File: src/hdl/mstp_pkg.sv
`timescale 1ns / 1ps
// Shared types and constants for the Prim spanning tree engine.
// No dependencies; used by the controller, the datapath and the top level.

package mstp_pkg;

  localparam int MAX_VERTICES = 64;
  localparam int MAX_EDGES    = 1024;
  localparam int WEIGHT_BITS  = 16;

  localparam int VTX_BITS   = $clog2(MAX_VERTICES);
  localparam int VCNT_BITS  = $clog2(MAX_VERTICES + 1);
  localparam int EADDR_BITS = $clog2(MAX_EDGES);
  localparam int FILL_BITS  = $clog2(MAX_EDGES + 1);
  localparam int KEY_BITS   = WEIGHT_BITS + 1;

  localparam int PACK_BITS   = 2 * VTX_BITS + WEIGHT_BITS;
  localparam int TDATA_BITS  = ((PACK_BITS + 7) / 8) * 8;
  localparam int OP_BITS     = 2;
  localparam int CFG_BITS    = 7;

  localparam logic [KEY_BITS-1:0] KEY_INF = KEY_BITS'(1) << WEIGHT_BITS;

  localparam logic [OP_BITS-1:0] OP_LOAD  = 2'd0;
  localparam logic [OP_BITS-1:0] OP_RUN   = 2'd1;
  localparam logic [OP_BITS-1:0] OP_CLEAR = 2'd2;

  typedef struct packed {
    logic [WEIGHT_BITS-1:0] w;
    logic [VTX_BITS-1:0]    dst;
    logic [VTX_BITS-1:0]    src;
  } edge_t;

  typedef enum logic [3:0] {
    ST_IDLE,
    ST_SCAN,
    ST_PICK,
    ST_EDGE_RD,
    ST_EDGE_CHK,
    ST_KEY_CHK,
    ST_EMIT_SCAN,
    ST_EMIT_LOAD,
    ST_EMIT_EMPTY
  } st_t;

  typedef struct packed {
    logic accept;
    logic scan_start;
    logic scan_issue;
    logic pick;
    logic edge_issue;
    logic key_issue;
    logic edge_next;
    logic relax;
    logic emit_issue;
    logic emit_next;
    logic emit_load;
    logic empty_load;
  } dp_cmd_t;

  typedef struct packed {
    logic [OP_BITS-1:0] op;
    logic               n_le1;
    logic               scan_end;
    logic               found;
    logic               edge_end;
    logic               edge_match;
    logic               rounds_done;
    logic               emit_end;
    logic               emit_hit;
    logic               any;
    logic               out_free;
  } dp_stat_t;

endpackage

File: src/hdl/mstp_ctrl.sv
`timescale 1ns / 1ps
// Sequencing state machine for the spanning tree engine.
// Depends on mstp_pkg; drives the datapath through command and status structs.

module mstp_ctrl (
  input  logic              clk,
  input  logic              rst_n,
  input  logic              in_tvalid,
  output logic              in_tready,
  input  mstp_pkg::dp_stat_t stat,
  output mstp_pkg::dp_cmd_t  cmd
);

  mstp_pkg::st_t state_r, state_nxt;

  always_ff @(posedge clk) begin
    if (!rst_n) begin
      state_r <= mstp_pkg::ST_IDLE;
    end else begin
      state_r <= state_nxt;
    end
  end

  always_comb begin
    state_nxt = state_r;
    case (state_r)
      mstp_pkg::ST_IDLE: begin
        if (in_tvalid && stat.op == mstp_pkg::OP_RUN) begin
          state_nxt = stat.n_le1 ? mstp_pkg::ST_EMIT_SCAN : mstp_pkg::ST_SCAN;
        end
      end
      mstp_pkg::ST_SCAN: begin
        if (stat.scan_end) state_nxt = mstp_pkg::ST_PICK;
      end
      mstp_pkg::ST_PICK: begin
        state_nxt = stat.found ? mstp_pkg::ST_EDGE_RD : mstp_pkg::ST_EMIT_SCAN;
      end
      mstp_pkg::ST_EDGE_RD: begin
        if (!stat.edge_end) begin
          state_nxt = mstp_pkg::ST_EDGE_CHK;
        end else if (stat.rounds_done) begin
          state_nxt = mstp_pkg::ST_EMIT_SCAN;
        end else begin
          state_nxt = mstp_pkg::ST_SCAN;
        end
      end
      mstp_pkg::ST_EDGE_CHK: begin
        state_nxt = stat.edge_match ? mstp_pkg::ST_KEY_CHK : mstp_pkg::ST_EDGE_RD;
      end
      mstp_pkg::ST_KEY_CHK: begin
        state_nxt = mstp_pkg::ST_EDGE_RD;
      end
      mstp_pkg::ST_EMIT_SCAN: begin
        if (stat.emit_end) begin
          state_nxt = stat.any ? mstp_pkg::ST_IDLE : mstp_pkg::ST_EMIT_EMPTY;
        end else if (stat.emit_hit) begin
          state_nxt = mstp_pkg::ST_EMIT_LOAD;
        end
      end
      mstp_pkg::ST_EMIT_LOAD: begin
        if (stat.out_free) state_nxt = mstp_pkg::ST_EMIT_SCAN;
      end
      mstp_pkg::ST_EMIT_EMPTY: begin
        if (stat.out_free) state_nxt = mstp_pkg::ST_IDLE;
      end
      default: begin
        state_nxt = mstp_pkg::ST_IDLE;
      end
    endcase
  end

  always_comb begin
    cmd       = '0;
    in_tready = 1'b0;
    case (state_r)
      mstp_pkg::ST_IDLE: begin
        in_tready  = 1'b1;
        cmd.accept = in_tvalid;
      end
      mstp_pkg::ST_SCAN: begin
        cmd.scan_issue = !stat.scan_end;
      end
      mstp_pkg::ST_PICK: begin
        cmd.pick = stat.found;
      end
      mstp_pkg::ST_EDGE_RD: begin
        cmd.edge_issue = !stat.edge_end;
        cmd.scan_start = stat.edge_end && !stat.rounds_done;
      end
      mstp_pkg::ST_EDGE_CHK: begin
        cmd.key_issue = stat.edge_match;
        cmd.edge_next = !stat.edge_match;
      end
      mstp_pkg::ST_KEY_CHK: begin
        cmd.relax     = 1'b1;
        cmd.edge_next = 1'b1;
      end
      mstp_pkg::ST_EMIT_SCAN: begin
        cmd.emit_issue = !stat.emit_end && stat.emit_hit;
        cmd.emit_next  = !stat.emit_end && !stat.emit_hit;
      end
      mstp_pkg::ST_EMIT_LOAD: begin
        cmd.emit_load = stat.out_free;
      end
      mstp_pkg::ST_EMIT_EMPTY: begin
        cmd.empty_load = stat.out_free;
      end
      default: begin
        cmd = '0;
      end
    endcase
  end

endmodule

File: config.mk
export PLATFORM = sky130hd
export DESIGN_NAME = mstp_ctrl
export DESIGN_NICKNAME = d
export VERILOG_FILES = /design/src/hdl/mstp_pkg.sv /design/src/hdl/mstp_ctrl.sv
export SDC_FILE = /design/constraint.sdc
export NUM_CORES = 1
export LEC_CHECK = 0
export ABC_CLOCK_PERIOD_IN_PS = 2190
export BUFFER_PORTS_ARGS = -buffer_cell sky130_fd_sc_hd__buf_4
export CELL_PAD_IN_SITES_DETAIL_PLACEMENT = 1
export CELL_PAD_IN_SITES_GLOBAL_PLACEMENT = 1
export CORE_MARGIN = 4
export CORE_UTILIZATION = 29
export CTS_CLUSTER_SIZE = 12
export DETAILED_ROUTE_END_ITERATION = 10
export PLACE_DENSITY_LB_ADDON = 0.1
export SYNTH_ARGS = -nofsm -noshare
export SYNTH_HDL_FRONTEND = slang
export SYNTH_SLANG_ARGS = --single-unit
File: constraint.sdc
create_clock -name clk -period 2.19 [get_ports clk]
set_input_delay 0.438 -clock clk [delete_from_list [all_inputs] [get_ports clk]]
set_output_delay 0.438 -clock clk [all_outputs]
set_load 0.02 [all_outputs]
==> flow_summary.rst <==
.. list-table::
   :header-rows: 1

   * - Metric
     - Value
   * - CTS tree
     - yes
   * - Smallest setup slack after layout
     - 0.203 ns
   * - Critical path launch point
     - state_r[2]
   * - GRT Overall Usage
     - 13.9%
   * - Most frequently used cell type in the post-synthesis netlist
     - sky130_fd_sc_hd__nand2b_1
   * - Number of search-and-repair iterations in the first detailed-routing pass
     - 4
   * - Maximum number of pins on one net before global-route repair
     - 17
   * - Share of synthesized area spent on multiplexers
     - 1.93%
   * - IO Pins
     - 28
   * - Via count of the routed design
     - 605
   * - Clock latency at the later pin of the worst-skew pair
     - 0.24 ns
   * - Proportion of netlist area held by the largest area contributor
     - 15.4%
   * - Share of synthesized area occupied by flip-flops and latches
     - 15.4%
   * - Static leakage
     - 0.311 nW
   * - Max-capacitance violation count
     - 0
   * - Count of routing violations after the opening detailed-route iteration
     - 5
   * - Adder and majority gate portion of the synthesized area
     - 0%
   * - Final number of setup-violating endpoints
     - 0
   * - Detailed-route vias per instance
     - 5.26
   * - Power per Cell Area
     - 1050 nW/um^2
   * - Most frequently used flop master after synthesis
     - sky130_fd_sc_hd__dfxtp_1
   * - Avg WL per Cell
     - 13.9 um
   * - Reg-to-reg setup timing slack
     - 0.41 ns
   * - Worst max-slew margin expressed relative to the limit
     - 65.7%
   * - Tot Pwr
     - 0.784 mW
   * - First-pass GRT wire length
     - 2760 um
   * - Buf+Inv Stages, Crit Path
     - 2
   * - Vert. Die Dim
     - 50.3 um
   * - Netlist area before placement
     - 519 um^2
   * - CP max stage delay
     - 0.56 ns
   * - Cell type with the largest total area after synthesis
     - sky130_fd_sc_hd__dfxtp_1
   * - DRC violation count after routing
     - 0
   * - Post-synth top cells
     - sky130_fd_sc_hd__nand2b_1 (7), sky130_fd_sc_hd__nor3_1 (6), sky130_fd_sc_hd__inv_1 (5)
   * - Startpoint of the lowest-slack register-to-register path
     - state_r[2]
   * - Cell area after placement
     - 723 um^2
   * - Critical path data required time
     - 1.75 ns
   * - Register with the most flip-flops
     - state_r
   * - Regs by FF count
     - state_r x4
   * - Highest ir drop seen on vdd
     - 0.615 mV
   * - Startpoint class of the critical path
     - register
   * - Fin cells
     - 115
   * - Share of the synthesized area in compound gates (AO/OA/AOI/OAI)
     - 30.6%
   * - Portion of the clock cycle consumed by the worst path in the final layout
     - 90.8%
   * - Starting utilization of the core area
     - 30.4%
   * - Detailed Place HPWL
     - 1320 um
   * - Overall die width
     - 50.3 um
   * - Antenna violations before repair
     - 0
   * - Synthesized Nets
     - 79
   * - Number of storage elements in the synthesis netlist
     - 4
   * - Total gr overflow
     - 0
   * - Total count of hold-check failures in the final report
     - 0
   * - Tmin final
     - 1.99 ns
   * - Non-Filler Cell Area, Final
     - 747 um^2
   * - Buffer cell driving the clock tree root
     - sky130_fd_sc_hd__clkbuf_4
   * - Slew of the pin with the lowest slew margin
     - 0.513 ns
   * - Met3 Resource Use GR
     - 6.82%
   * - Worst Setup Slack post-DPL
     - 0.394 ns
   * - Num rows
     - 15
   * - GRT met2 Usage
     - 23.7%
   * - RSZ-0062 raised after global routing
     - no
   * - Total number of H-tree levels
     - 1
   * - Critical Path AT
     - 1.55 ns
   * - DP Cell Count
     - 112
   * - Outcome
     - finished, final reports clean
   * - Buffers inserted by post-CTS timing repair
     - 0
   * - RD Place Congestion
     - 0.772
   * - Type of element capturing the critical path
     - output pin
   * - Clock-pin slew of the registers on the worst-case setup and hold paths
     - 0.04 ns
   * - Share of layout cells above drive strength 1
     - 45.6%
   * - Worst clock skew on the final layout
     - 0.00797 ns
   * - Overall die area
     - 2530 um^2
   * - Clock buffers created by TritonCTS
     - 3
   * - Avg Cell Area, Syn
     - 8.11 um^2
   * - Post-layout util
     - 43.7%
   * - Post-synth EDFFs
     - 0
   * - Timing-limited maximum frequency
     - 503 MHz
   * - I/O Buffers
     - 27
   * - Count of final max-slew check failures
     - 0
   * - Remaining number of nets flagged by the antenna check after routing
     - 0
   * - Post-CTS Hold Fix Bufs
     - 0
   * - CP Max Fanout
     - 13
   * - Most Crowded Layer GR
     - met2
   * - Cell class contributing the biggest share of worst-path delay
     - simple AND/OR/NAND/NOR gates
   * - Min Hold Slack
     - 0.463 ns
   * - Number of flip-flops under the largest register name
     - 4
   * - Xor and xnor fraction of the mapped netlist area
     - 0%
   * - Final layout net count
     - 107
   * - Count of inserted antenna diode cells
     - 0
   * - Leading post-synthesis cells by cell area
     - sky130_fd_sc_hd__dfxtp_1 (15%), sky130_fd_sc_hd__nand2b_1 (8.4%), sky130_fd_sc_hd__nor3_1 (5.8%), sky130_fd_sc_hd__o32ai_4 (5.3%), sky130_fd_sc_hd__a211oi_1 (4.3%)
   * - Proportion of register bits with asynchronous set or reset after synthesis
     - 0%
   * - Fraction of met1 tracks used by global routing
     - 16.1%
   * - Simple-gate portion of the synthesized area
     - 41.2%
   * - Combinational family with the most area after synthesis
     - simple AND/OR/NAND/NOR gates
   * - Cell breakdown of the critical path
     - or4_4 > inv_2 > and2_1 > buf_4
   * - Number of global-route vias before repair
     - 631
   * - Post-Syn Instances
     - 64
   * - Setup Total Neg Slack
     - 0 ns
   * - Yosys warnings
     - 0
   * - Drt total wl
     - 1600 um
   * - Count of clock tree sinks
     - 4
   * - Crit path kind
     - reg2out
   * - Area of the core region
     - 1710 um^2
   * - Kind of path behind the tightest hold check
     - in2reg
   * - Post-synthesis to final-layout area growth
     - 43.9%
   * - Post-synth cell types
     - 38
   * - Cell at the slowest stage of the critical path
     - sky130_fd_sc_hd__or4_4
   * - Beginning of the worst hold path
     - rst_n
   * - CTS max path bufs
     - 2
[cells by family after synthesis]
logic type | after synthesis
AO/OA/AOI/OAI | 17
buffers and inverters | 11
flip-flops | 4
multiplexers | 1
AND/OR/NAND/NOR | 31
[final timing paths]
| check | depth (start not counted) | endpoint |
|---|---|---|
| worst max-delay path | 4 | cmd[11] |
| worst min-delay path | 2 | state_r[1] |
| worst max register to register | 4 | state_r[2] |
| worst min register to register | 2 | state_r[2] |
[worst register-to-register path, cell delays in order, from the launching register on]
cell and delay, ns:
sky130_fd_sc_hd__dfxtp_1 0.57, sky130_fd_sc_hd__inv_2 0.12, sky130_fd_sc_hd__or4_1 0.52, sky130_fd_sc_hd__a311oi_1 0.35, sky130_fd_sc_hd__o21a_1 0.17
[layout make-up]
type,count,area (um^2)
repair buffers,27,203
well taps,25,31.3
flip-flops and latches,4,81.3
multi-input cells,49,383
inverters,7,26.3
fillers,228,961
clock buffers,3,22.5
[layout by cell type, fill, tap and decap left out, types with 2 or more instances in the layout]
cell type	n
sky130_fd_sc_hd__a211oi_1	3
sky130_fd_sc_hd__nor2_1	3
sky130_fd_sc_hd__inv_2	2
sky130_fd_sc_hd__buf_4	27
sky130_fd_sc_hd__nand2b_1	7
sky130_fd_sc_hd__inv_1	5
sky130_fd_sc_hd__nor3_1	6
sky130_fd_sc_hd__o21a_1	2
sky130_fd_sc_hd__or2_1	2
sky130_fd_sc_hd__dfxtp_1	3
sky130_fd_sc_hd__clkbuf_4	3
[report_power, final]
| group | switching (mW) | leakage (nW) | internal, mW |
|---|---|---|---|
| registers | 0.0729 | 0.0332 | 0.101 |
| clock network | 0.0307 | 0.0138 | 0.0613 |
| logic | 0.282 | 0.264 | 0.236 |
[layer usage]
layer / up-vias / share of wire, %
met5: - / 0
met4: 0 / 1.3
met3: 2 / 9.5
met2: 25 / 47
met1: 279 / 42
li1: 299 / -
[repair_timing]
item | 4_1_cts | 5_1_grt
endpoints found under the setup margin | 0 | 1
gates resized for setup | 0 | 1
hold endpoints to repair | 0 | 0
No activity file was read; power rests on OpenSTA's default activity.
